===== config.mk =====
export PLATFORM = sky130hd
export DESIGN_NAME = c3d_delay_line
export DESIGN_NICKNAME = d
export VERILOG_FILES = /design/src/design/c3d_pkg.sv /design/src/design/c3d_delay_line.sv
export SDC_FILE = /design/constraint.sdc
export NUM_CORES = 1
export LEC_CHECK = 0
export BUFFER_PORTS_ARGS = -buffer_cell sky130_fd_sc_hd__buf_2
export CAP_MARGIN = 0
export CORE_ASPECT_RATIO = 1.5
export CORE_UTILIZATION = 53
export DETAILED_ROUTE_END_ITERATION = 8
export PLACE_DENSITY_LB_ADDON = 0.2
export SETUP_SLACK_MARGIN = 0.3
export SLEW_MARGIN = 30
export SYNTH_ARGS = -nofsm -noshare
export SYNTH_HDL_FRONTEND = slang
export SYNTH_SLANG_ARGS = --single-unit
export TNS_END_PERCENT = 20

===== constraint.sdc =====
create_clock -name clk -period 4.2 [get_ports clk]
set_input_delay 0 -clock clk [delete_from_list [all_inputs] [get_ports clk]]
set_output_delay 0 -clock clk [all_outputs]
set_load 0.02 [all_outputs]

===== src/design/c3d_pkg.sv =====
// ============================================================================
// c3d_pkg
// Shared types and constants for the streaming 3x3x3 convolution block.
// ============================================================================

package c3d_pkg;

    // Kernel geometry
    localparam int SIDE  = 3;
    localparam int ROWS  = SIDE * SIDE;
    localparam int TAPS  = SIDE * SIDE * SIDE;

    // Datapath widths
    localparam int VOXEL_W   = 16;
    localparam int COEF_W    = 13;
    localparam int PROD_W    = VOXEL_W + COEF_W;
    localparam int GROUP_W   = PROD_W + 2;
    localparam int PART_W    = PROD_W + 4;
    localparam int ACC_W     = PROD_W + 5;
    localparam int FRAC_BITS = 10;
    localparam int QUO_W     = ACC_W - FRAC_BITS;
    localparam int OUT_W     = 24;

    // Volume dimension register layout
    localparam int DIMS_W    = 24;
    localparam int X_FIELD_W = 6;
    localparam int Y_FIELD_W = 6;
    localparam int Z_FIELD_W = 12;
    localparam int ZS_W      = Z_FIELD_W + 1;
    localparam logic [DIMS_W-1:0] DIMS_RESET = 24'd29127;

    // Configuration port
    localparam int CFG_IDX_W      = 3;
    localparam int CFG_DATA_W     = 52;
    localparam int COEFS_PER_WORD = 4;

    typedef enum logic [CFG_IDX_W-1:0] {
        REG_VOLUME_DIMS,
        REG_MASK_0,
        REG_MASK_1,
        REG_MASK_2,
        REG_MASK_3,
        REG_MASK_4,
        REG_MASK_5,
        REG_MASK_6
    } cfg_reg_t;

    typedef logic signed [VOXEL_W-1:0] voxel_t;
    typedef logic signed [COEF_W-1:0]  coef_t;
    typedef logic signed [PROD_W-1:0]  prod_t;
    typedef logic signed [GROUP_W-1:0] group_t;
    typedef logic signed [PART_W-1:0]  part_t;
    typedef logic signed [ACC_W-1:0]   acc_t;
    typedef logic signed [QUO_W-1:0]   quo_t;
    typedef logic signed [OUT_W-1:0]   result_t;

    localparam result_t OUT_MAX = {1'b0, {(OUT_W-1){1'b1}}};
    localparam result_t OUT_MIN = {1'b1, {(OUT_W-1){1'b0}}};

    // Delay line control
    typedef struct packed {
        logic restart;
        logic advance;
    } dl_ctrl_t;

endpackage


===== src/design/c3d_delay_line.sv =====
// ============================================================================
// c3d_delay_line
// Programmable-length sample delay built on a circular buffer memory.
// ============================================================================

module c3d_delay_line #(
    parameter int DEPTH = 2,
    localparam int PW = $clog2(DEPTH)
) (
    input  logic              clk,
    input  logic              rst_n,
    input  c3d_pkg::dl_ctrl_t ctrl,
    input  logic [PW:0]       len,
    input  c3d_pkg::voxel_t   din,
    output c3d_pkg::voxel_t   dout
);
    import c3d_pkg::*;

    voxel_t        mem [DEPTH];
    logic [PW-1:0] ptr_reg;
    logic [PW-1:0] ptr_next;
    logic [PW:0]   ptr_inc;
    voxel_t        mem_rd_reg;
    voxel_t        byp_reg;
    logic          byp_sel_reg;

    // Wrap the pointer at the programmed length
    always_comb
    begin
        ptr_inc = {1'b0, ptr_reg} + (PW + 1)'(1);
        if (ctrl.restart)
        begin
            ptr_next = '0;
        end
        else if (ctrl.advance)
        begin
            ptr_next = (ptr_inc >= len) ? '0 : ptr_inc[PW-1:0];
        end
        else
        begin
            ptr_next = ptr_reg;
        end
    end

    always_ff @(posedge clk or negedge rst_n)
    begin
        if (!rst_n)
        begin
            ptr_reg     <= '0;
            byp_sel_reg <= 1'b0;
        end
        else
        begin
            ptr_reg     <= ptr_next;
            byp_sel_reg <= ctrl.advance && (ptr_next == ptr_reg);
        end
    end

    // Write the new sample, prefetch the slot used at the next transfer
    always_ff @(posedge clk)
    begin
        if (ctrl.advance)
        begin
            mem[ptr_reg] <= din;
        end
        mem_rd_reg <= mem[ptr_next];
    end

    // Forward the sample just written when the line is one slot long
    always_ff @(posedge clk)
    begin
        byp_reg <= din;
    end

    assign dout = (len == '0) ? din : (byp_sel_reg ? byp_reg : mem_rd_reg);

endmodule


* Word level (Yosys, flattened, before mapping) *
Memories as Yosys holds them, arrays and structs flattened. A register that Yosys moved wholly into a read port is not among the register bits.
Cells that the tools add are included.

storage, ports and cells
  bits in registers = 18
  input bits = 22
  word-level logic and storage cells = 16
  memories = 1
  memory bits (writable) = 32
  output and inout bits = 16

memory list
  memory  depth  bits a word  rd ports  clocked after Yosys merged registers in  write ports  line                  RTL
  mem     2      16           1         1                                        1            c3d_delay_line.sv:19  voxel_t mem [DEPTH];

cells by class
  mux-type cells = 7
  $lt $le $gt $ge = 1
  equal/unequal tests = 1
  reduce and logical (&&, ||, !) cells = 2
  $add $sub $neg = 1

operators with widths
  kind                   number
  $mux W16               2
  $mux W1                5
  $add A1 B1 Y2 const B  1
  $ge A2 B2 Y1           1
  $logic_not A2 Y1       1
  $eq A1 B1 Y1           1
  $logic_and A1 B1 Y1    1

* Logic depth before layout (Yosys ltp) *
Gate-level depths: netlist (run 1).

  word-level depth = 7
  mapped depth = 7
  mapped depth without buffers = 5

* Worst setup path after synthesis (run 1) *
No wires, ideal clock.

  path type = flip-flop to flip-flop
  start point = reg ptr_reg
  end point = mem mem[0][0] in the netlist's numbering, enable pin
  cell stages (with the launch flop) = 4
  path slack = 2.294 ns
  data arrival time = 1.518 ns
  buffers on the path = 2
  required time = 3.812 ns
  path through = dfrtp_1 > clkbuf_1 > clkbuf_1 > nor2_1

RTL lines
  item                      line                  RTL
  start: declaration        c3d_delay_line.sv:20  logic [PW-1:0] ptr_reg;
  start signal: assignment  c3d_delay_line.sv:54  ptr_reg <= ptr_next;
  end: declaration          c3d_delay_line.sv:19

Straight into the memory's write port.

* Worst setup path after layout (run 1) *
  start point = reg ptr_reg
  end point = reg ptr_reg

on the way
  longest elaborated chain between the ends = 5

ends and longest elaborated chain
  item           line                  RTL
  $add A1 B1 Y2  c3d_delay_line.sv:30  ptr_inc = {1'b0, ptr_reg} + (PW + 1)'(1);
  $ge A2 B2 Y1   c3d_delay_line.sv:37  ptr_next = (ptr_inc >= len) ? '0 : ptr_inc[PW-1:0];
  $mux W1        c3d_delay_line.sv:37
  $mux W1 (*)    c3d_delay_line.sv:35  else if (ctrl.advance)
  $mux W1 (*)    c3d_delay_line.sv:31  if (ctrl.restart)
  net ptr_next   c3d_delay_line.sv:21  logic [PW-1:0] ptr_next;

The timed path passes the listed nets; every way through them passes the cells marked *.

==> results of run 1 <==
## worst reg2reg max path, stage by stage, from the launching register on
cell and delay (ps):
dfrtp_1 360, buf_4 260, ha_1 800, a2111o_1 780
o21ai_0 190
## metrics by stage
| stage | instances | worst slack, ps | hold WS [ps] | area (sq um) | util |
|---|---|---|---|---|---|
| 3_5_place_dp | 331 | 1690 | -211 | 3040 | 0.583 |
| 3_3_place_gp | 331 | 1780 | -213 | 3040 | 0.583 |
| 5_1_grt | 365 | 1460 | 314 | 3410 | 0.656 |
| 4_1_cts | 365 | 1660 | 244 | 3410 | 0.655 |
| 6_report | 365 | 1650 | 282 | 3410 | 0.656 |
| 2_1_floorplan | 251 | 2290 | -296 | 2910 | - |
## power by group through the flow
| stage | logic [W] | clock network (W) | registers (W) |
|---|---|---|---|
| detailed placement | 0.000239 | 0 | 0.000778 |
| global placement | 0.000230 | 0 | 0.000778 |
| CTS | 0.000252 | 0.000511 | 0.000765 |
| floorplan | 0.000194 | 0 | 0.000760 |
| finish | 0.000251 | 0.000500 | 0.000763 |
| global route | 0.000276 | 0.000543 | 0.000768 |
## synth_stat cells
cell | instances | area share
clkbuf_1 | 16 | 0.021
nor3_1 | 1 | 0.0017
a2111o_1 | 1 | 0.0039
and2_1 | 1 | 0.0022
dfxtp_1 | 32 | 0.22
nand2_1 | 1 | 0.0013
or4b_1 | 1 | 0.0034
a21oi_1 | 16 | 0.028
o311a_1 | 16 | 0.055
buf_6 | 4 | 0.015
buf_1 | 1 | 0.0013
edfxtp_1 | 32 | 0.33
buf_2 | 3 | 0.0052
a211oi_1 | 14 | 0.036
or2_2 | 1 | 0.0022
buf_12 | 1 | 0.0069
mux2i_1 | 16 | 0.055
nor2_1 | 34 | 0.044
inv_1 | 18 | 0.023
nand2b_4 | 1 | 0.0047
ha_1 | 2 | 0.0086
o21ai_0 | 17 | 0.029
dfrtp_1 | 2 | 0.017
buf_4 | 1 | 0.0026
a211oi_2 | 19 | 0.082
## area by class of cell
type	instances	area, sq um
fill	425	1790
timing repair buffer	56	373
multi-input combinational	141	1040
clock inverter	2	10.0
tap	68	85.1
clock buffer	14	183
inverter	18	67.6
sequential	66	1650
## what timing repair did
action	in CTS	in global routing
hold endpoints to repair	50	0
hold buffers	18	0
buffers inserted	0	0
## cell families (layout without fill, tap and decap cells)
logic type | count (synthesis) | in the layout | share of synthesized area
buffers and inverters | 44 | 90 | 0.0753
muxes | 16 | 16 | 0.0551
DFF | 66 | 66 | 0.568
adders and majority gates | 2 | 2 | 0.00860
AOI/OAI and AO/OA | 83 | 83 | 0.234
and+or+nand+nor | 40 | 40 | 0.0594
## metal layers
metal	vias to the layer above	GRT usage	share of wire
met4	0	0.0930	0.015
met3	7	0.0764	0.031
met2	32	0.358	0.50
met1	972	0.256	0.45
li1	1003	-	-
met5	-	0	0
## final timing paths
kind,from,end,cells past startpoint,slack (ps)
worst max-delay path,ptr_reg,ptr_reg,4,1650
worst min-delay path,ctrl[1],ptr_reg,4,280
worst max register to register,ptr_reg,ptr_reg,4,1650
worst min register to register,mem[1][9],mem_rd_reg[9],2,580
max in group asynchronous,rst_n,byp_sel_reg,3,3540
min in group asynchronous,rst_n,ptr_reg,3,530
==> flow_summary.ini, run 1 <==
[drt]
drt_iter0_drc = 180
drtAntennaViolNets = 0
drt_pass1_iterations = 4
drt-total-wl_um = 5600
post_drt_wl_per_cell_um = 15.3
drc = 0
vias = 2014
vias_per_cell = 5.52

[worst_setup_path]
path_cells = buf_4 -> ha_1 -> a2111o_1 -> o21ai_0
max_stage_delay_ps = 800
cpMaxStageDelayCell = ha_1
cp_max_fo = 40
path_buf_inv = 1
cp-end-kind = flop
crit_arrival_ps = 2730
critPathKind = reg2reg
cp-start-kind = flop
cpLargestDelayFamily = compound AO/OA/AOI/OAI gates
required_ps = 4380

[power_and_ir_drop]
leakagePower_nw = 1.35
total_power_w = 0.00151
powerDensity_nw_per_um2 = 444
pwr-share-seq = 0.504
power.switching_w = 0.000398
switching_share = 0.263
clkPwrFrac = 0.330
internal-power_w = 0.00112
combPwrFrac = 0.166
irDropWorstVdd_uv = 267

[timing]
skew_ps = 5.75
finalCriticalPeriod_ps = 2550
setup_violations = 0
setup_tns_ps = 0
period_share = 0.606
fmax_mhz = 393
drv_slew = 0
relSlewSlack = 0.369
rsz0062_at_grt = no
finalHoldViolCount = 0
worst_slew_pin_slew_ps = 947

[floorplan]
ios = 38
dieWidth_um = 62.5
dieArea_sq_um = 5790
fp-row-count = 32
start_util = 0.559
chipHeight_um = 92.7
core-area_sq_um = 5200

[final_layout]
nNetsFinal = 316
layout_common_cells = 37 x buf_2, 33 x nor2_1, 32 x dfxtp_1, 32 x edfxtp_1, 19 x a211oi_2
antenna_cells = 0
area_delta_synth_final_pct = 17.4
largest_reg_flops = 32
layout_commonest_cell = buf_2
drive_gt1_frac = 0.253

[placed_design]
port_buffers = 37
gp_congestion = 0.702
hpwlAfterDp_um = 3250

[synthesis]
syn_avg_cell_area_sq_um = 11.6
ys_types = 25
synth_cells = 251
ys_warn_count = 0
yosysSeqAreaShare = 0.568
yosys_register_bits = 66
syn_nets = 275
syn-cell-area_sq_um = 2910

[grt]
grt_max_degree = 41
grt_antenna_before_repair = 0
grt_overflow = 0
grt_first_pass_wirelength_um = 9420
track_usage = 0.218
grt_pass1_vias = 1999

[clocking]
htree_levels = 3
cts_buffers = 9
cts-root-buf = clkbuf_8
ctsResizeCount = 0
cts_buffer_depth = 2
path_clk_slew_ps = 70
tritoncts = yes
clock-sinks = 66
clkLatencyLatePin_ps = 340

[outcome]
outcome = completed

[job]
cap_violations = 0

[min_path]
hold_path.class = in2reg
Power figures use the tool's default switching activity.
==> run 2: changes to the inputs <==
--- a/config.mk
+++ b/config.mk
@@ -5,10 +5,11 @@
 export SDC_FILE = /design/constraint.sdc
 export NUM_CORES = 1
 export LEC_CHECK = 0
+export ABC_AREA = 1
 export BUFFER_PORTS_ARGS = -buffer_cell sky130_fd_sc_hd__buf_2
 export CAP_MARGIN = 0
 export CORE_ASPECT_RATIO = 1.5
-export CORE_UTILIZATION = 53
+export CORE_UTILIZATION = 49
 export DETAILED_ROUTE_END_ITERATION = 8
 export PLACE_DENSITY_LB_ADDON = 0.2
 export SETUP_SLACK_MARGIN = 0.3
==> constraint.sdc (replaced) <==
create_clock -name clk -period 2.2 [get_ports clk]
set_input_delay 0 -clock clk [delete_from_list [all_inputs] [get_ports clk]]
set_output_delay 0 -clock clk [all_outputs]
set_load 0.02 [all_outputs]
==> run 2 against run 1 <==
- sequential power is 85% higher
- die area fell by 13%
- fmax is 57% higher
- area after synthesis down 20%
- via count decreased by 21%
- sequential share of layout area increased by 7.8 points
- largest cell class unchanged
- largest power group unchanged
==> flow_summary.ini, run 2 <==
[grt]
grt_antenna_before_repair = 0
grt_max_degree = 19
grt_pass1_vias = 1449
grt_first_pass_wirelength_um = 6670
track_usage = 0.186
grt_overflow = 0

[worst_setup_path]
cp-end-kind = flop
cpLargestDelayFamily = simple AND/OR/NAND/NOR gates
cpMaxStageDelayCell = dfrtp_1
critPathKind = reg2reg
max_stage_delay_ps = 450
path_cells = ha_1 -> inv_1 -> nand2_1 -> nand2_1 -> nand3_4 -> nand2_4 -> nand2_1 -> nand2_1
cp-start-kind = flop
reg2reg_slack_ps = 580
r2r_cells = 8
path_buf_inv = 1
crit_arrival_ps = 1900
crit_top_cell = nand2_1
cp_max_fo = 17
rr_endpoint = mem_rd_reg[4]
required_ps = 2470
r2r_start = ptr_reg

[final_layout]
layout_common_cells = 67 x nand2_1, 37 x buf_2, 32 x dfxtp_1, 32 x edfxtp_1, 18 x dlygate4sd3_1
drive_gt1_frac = 0.223
largest_reg_flops = 32
antenna_cells = 0
area_delta_synth_final_pct = 26.8
fillers = 378
post-route-util = 0.647
layout_commonest_cell = nand2_1
nNetsFinal = 288
stdcell_area_sq_um = 2940

[timing]
drv_slew = 0
whs_ps = 77.7
setup_violations = 0
setup_tns_ps = 0
relSlewSlack = 0.549
fmax_mhz = 617
skew_ps = 7.58
finalCriticalPeriod_ps = 1620
worst_slew_pin_slew_ps = 676
finalHoldViolCount = 0
period_share = 0.737
worst_slack_ps = 578
rsz0062_at_grt = no

[synthesis]
syn_avg_cell_area_sq_um = 11.3
synth_top_cell_by_area = edfxtp_1
ys_types = 20
synthTopCellsByArea = edfxtp_1 41%, dfxtp_1 28%, nand2_1 11%, a31oi_1 4.3%, nand3_1 3.5%
yosysSeqAreaShare = 0.713
synthArstFlopShare = 0.0303
yosys_register_bits = 66
synth_cells = 205
yosysMostFrequentCell = nand2_1
synth_top_cell_area_share = 0.415
syn_nets = 229
ys_warn_count = 0
synthFlopType = edfxtp_1
synth_edf_count = 32
synthTopCellsByCount = 67 x nand2_1, 32 x dfxtp_1, 32 x edfxtp_1
syn-cell-area_sq_um = 2320

[clocking]
path_clk_slew_ps = 70
htree_levels = 3
clock-sinks = 66
cts_buffer_depth = 2
clkLatencyLatePin_ps = 330
cts-root-buf = clkbuf_8
ctsResizeCount = 0
cts_buffers = 9
tritoncts = yes

[min_path]
min_path_cells = 3
worstHoldStart = ctrl[1]
holdPathEnd = byp_sel_reg
hold_path.class = in2reg

[drt]
drt_pass1_iterations = 4
drc = 0
top_layer = met4
drtAntennaViolNets = 0
wl_met2_um = 2160
met1_length_um = 1730
vias = 1587
drt-total-wl_um = 4090
vias_per_cell = 4.77
met3_length_um = 137
drt_iter0_drc = 30
post_drt_wl_per_cell_um = 12.3

[placed_design]
gp_congestion = 0.733
post-place-ws_ps = 551
hpwlAfterDp_um = 2440
placed_area_sq_um = 2540
port_buffers = 37

[power_and_ir_drop]
irDropWorstVdd_uv = 582
powerDensity_nw_per_um2 = 956
leakagePower_nw = 1.27

[floorplan]
dieWidth_um = 58.2
core-area_sq_um = 4540
dieArea_sq_um = 5010
fp-row-count = 30
ios = 38
chipHeight_um = 86.2
start_util = 0.510

[outcome]
outcome = completed

[job]
cap_violations = 0
-- run 2: cell types whose count changed after synthesis, moves of 17 or more --
cell	delta
nand2_1	+66
nor2_1	-17
a211oi_2	-19
o21ai_0	-17
-- run 2: logic make-up after synthesis --
logic type      Yosys count  synth area share
flops                    66             0.713
compound gates           17            0.0464
simple gates            105             0.195
buf+inv                  15            0.0345
fa+ha+maj                 2            0.0108
-- run 2: report_power, final --
part           switching [W]  total [W]  internal, W
logic               0.000223   0.000357     0.000133
clock network       0.000429    0.00104     0.000612
registers          0.0000257    0.00141      0.00139
-- run 2: final cells by class --
class	count	area [sq um]	area share
flip-flops and latches	66	1650	0.562
repair buffers	58	388	0.132
well taps	64	80.1	0.0273
inverters	5	18.8	0.00639
clock buffers	12	165	0.0562
multi-input cells	124	586	0.199
clock inverters	4	48.8	0.0166
-- run 2: worst min-delay path: stages --
cell,delay (ps)
buf_2,90
nor2_1,70
a21boi_0,190
-- run 2: worst max path at each step --
| stage | depth (start not counted) | endpoint | slack, ps | startpoint |
|---|---|---|---|---|
| after global routing | 8 | mem_rd_reg[15] | 430 | ptr_reg |
| after floorplan | 8 | mem_rd_reg[10] | 770 | ptr_reg |
| after detailed placement | 8 | mem_rd_reg[4] | 550 | ptr_reg |
| final | 8 | mem_rd_reg[4] | 580 | ptr_reg |
| after global placement | 8 | mem_rd_reg[4] | 600 | ptr_reg |
| after CTS | 4 | dout[3] | 510 | byp_sel_reg |
-- run 2: timing repair --
action                                 4_1_cts  5_1_grt
hold buffers                                18        0
buffers inserted                             0        0
endpoints found under the hold margin       50        0
-- run 2: layer usage --
layer | global-route usage | vias up
met5 | 0 | -
met4 | 0.123 | 0
li1 | - | 812
met3 | 0.0493 | 7
met2 | 0.309 | 35
met1 | 0.207 | 733
-- run 2: through the flow --
stage	power (W)	cells
floorplan	0.00166	205
global placement	0.00177	299
detailed placement	0.00178	299
CTS	0.00284	333
global route	0.00293	333
finish	0.00281	333
==> run 3: changes to the inputs <==
==> constraint.sdc (replaced) <==
create_clock -name clk -period 1.42 [get_ports clk]
set_input_delay 0 -clock clk [delete_from_list [all_inputs] [get_ports clk]]
set_output_delay 0 -clock clk [all_outputs]
set_load 0.02 [all_outputs]
==> run 3 against run 2 <==
- setup slack got worse by 560 ps
- die area unchanged
- sequential power increased by 56%
- clock skew about the same
- cell area increased by 10%
- sequential share of layout area decreased by 5.1 points
==> flow_summary.ini, run 3 (same netlist as run 2, synthesis figures left out) <==
[floorplan]
core-area_sq_um = 4540
fp-row-count = 30
start_util = 0.510
chipHeight_um = 86.2
dieWidth_um = 58.2
ios = 38
dieArea_sq_um = 5010

[power_and_ir_drop]
total_power_w = 0.00445
powerDensity_nw_per_um2 = 1380
irDropWorstVdd_uv = 850
leakagePower_nw = 1.41

[placed_design]
port_buffers = 37
post-place-ws_ps = 44.4
hpwlAfterDp_um = 2840
gp_congestion = 0.709

[worst_setup_path]
reg2reg_slack_ps = 20
r2r_start = ptr_reg
cp-end-kind = output pin
critPathKind = reg2out
critPathLaunch = byp_sel_reg
required_ps = 1420
cp_max_fo = 7
cp-start-kind = flop
crit_arrival_ps = 1400

[final_layout]
layout_commonest_cell = nand2_1
nNetsFinal = 304
layout_common_cells = 56 x nand2_1, 32 x dfxtp_1, 32 x edfxtp_1
area_delta_synth_final_pct = 39.5
drive_gt1_frac = 0.365
antenna_cells = 0
largest_reg_flops = 32

[grt]
track_usage = 0.213
grt_pass1_vias = 1633
grt_antenna_before_repair = 0
grt_overflow = 0
grt_first_pass_wirelength_um = 7480
grt_max_degree = 18

[drt]
post_drt_wl_per_cell_um = 14.2
vias = 1703
drt-total-wl_um = 4960
drc = 0
drtAntennaViolNets = 0
drt_iter0_drc = 56
vias_per_cell = 4.88
drt_pass1_iterations = 4

[timing]
finalCriticalPeriod_ps = 1400
period_share = 0.987
finalHoldViolCount = 0
fmax_mhz = 713
worst_slew_pin_slew_ps = 247
skew_ps = 7.09
worst_slack_ps = 18.4
rsz0062_at_grt = yes
relSlewSlack = 0.836
setup_violations = 0
whs_ps = 35.2
drv_slew = 0

[clocking]
clock-sinks = 66
cts-root-buf = clkbuf_8
tritoncts = yes
cts_buffer_depth = 2
cts_buffers = 9
path_clk_slew_ps = 60
clkLatencyLatePin_ps = 340
htree_levels = 3

[min_path]
worstHoldStart = ctrl[1]
hold_path.class = in2reg

[job]
cap_violations = 0

[outcome]
outcome = completed
run 3: changes by cell type in the layout (fill, tap and decap cells not counted), moves of 4 or more:
cell | previous run | this run
buf_2 | 37 | 25
buf_4 | 3 | 24
buf_6 | 0 | 6
clkbuf_1 | 0 | 4
nand2_1 | 67 | 56
nand2_2 | 0 | 10
nand3_1 | 16 | 4
nand3_2 | 0 | 12
run 3: power breakdown:
| part | total [W] | internal, W | leakage [nW] | switching [W] |
|---|---|---|---|---|
| clock | 0.00152 | 0.000863 | 0.0909 | 0.000662 |
| combinational | 0.000731 | 0.000320 | 0.722 | 0.000411 |
| sequential | 0.00220 | 0.00215 | 0.595 | 0.0000508 |
| total | 0.00445 | 0.00333 | 1.41 | 0.00112 |
run 3: repair_timing:
item / 4_1_cts / 5_1_grt
resized for setup: 12 / 39
endpoints found under the setup margin: 48 / 48
buffers inserted: 0 / 2
endpoints found under the hold margin: 50 / 0
pin swaps: 4 / 21
gates cloned: 2 / 1
hold buffers: 18 / 0
run 3: worst max-delay path, stage by stage (launching register included):
cell     delay [ps]
dfrtp_1         400
inv_2           100
buf_6           150
nand2_2          60
a31oi_1         200
buf_4           170
run 3: layout make-up:
type	instances	area (sq um)
clock buffers	14	153
clock inverters	2	37.5
fillers	335	1310
inverters	5	18.8
multi-input cells	125	737
flip-flops and latches	66	1650
well taps	64	80.1
repair buffers	73	553
run 3: per-stage QoR:
stage / std cells / setup TNS, ps / util / instance area (sq um)
CTS: 346 / 0 / 0.675 / 3070
floorplan: 205 / 0 / - / 2340
global placement: 310 / 0 / 0.582 / 2640
global route: 349 / -666 / 0.712 / 3230
detailed placement: 310 / 0 / 0.582 / 2640
finish: 349 / 0 / 0.712 / 3230
run 3: final timing paths:
kind                       cells past startpoint            end
max reg2reg                                    8  mem_rd_reg[2]
min reg2reg                                    2  mem_rd_reg[8]
min                                            3    byp_sel_reg
max in group asynchronous                      3        ptr_reg
min in group asynchronous                      3    byp_sel_reg
max                                            5        dout[1]
run 3: layer usage:
| layer | vias to the layer above | global-route usage | wire, um |
|---|---|---|---|
| met4 | 0 | 0.132 | 110 |
| met3 | 10 | 0.0552 | 194 |
| li1 | 848 | - | - |
| met1 | 801 | 0.217 | 1960 |
| met2 | 44 | 0.377 | 2690 |
| met5 | - | 0 | 0 |
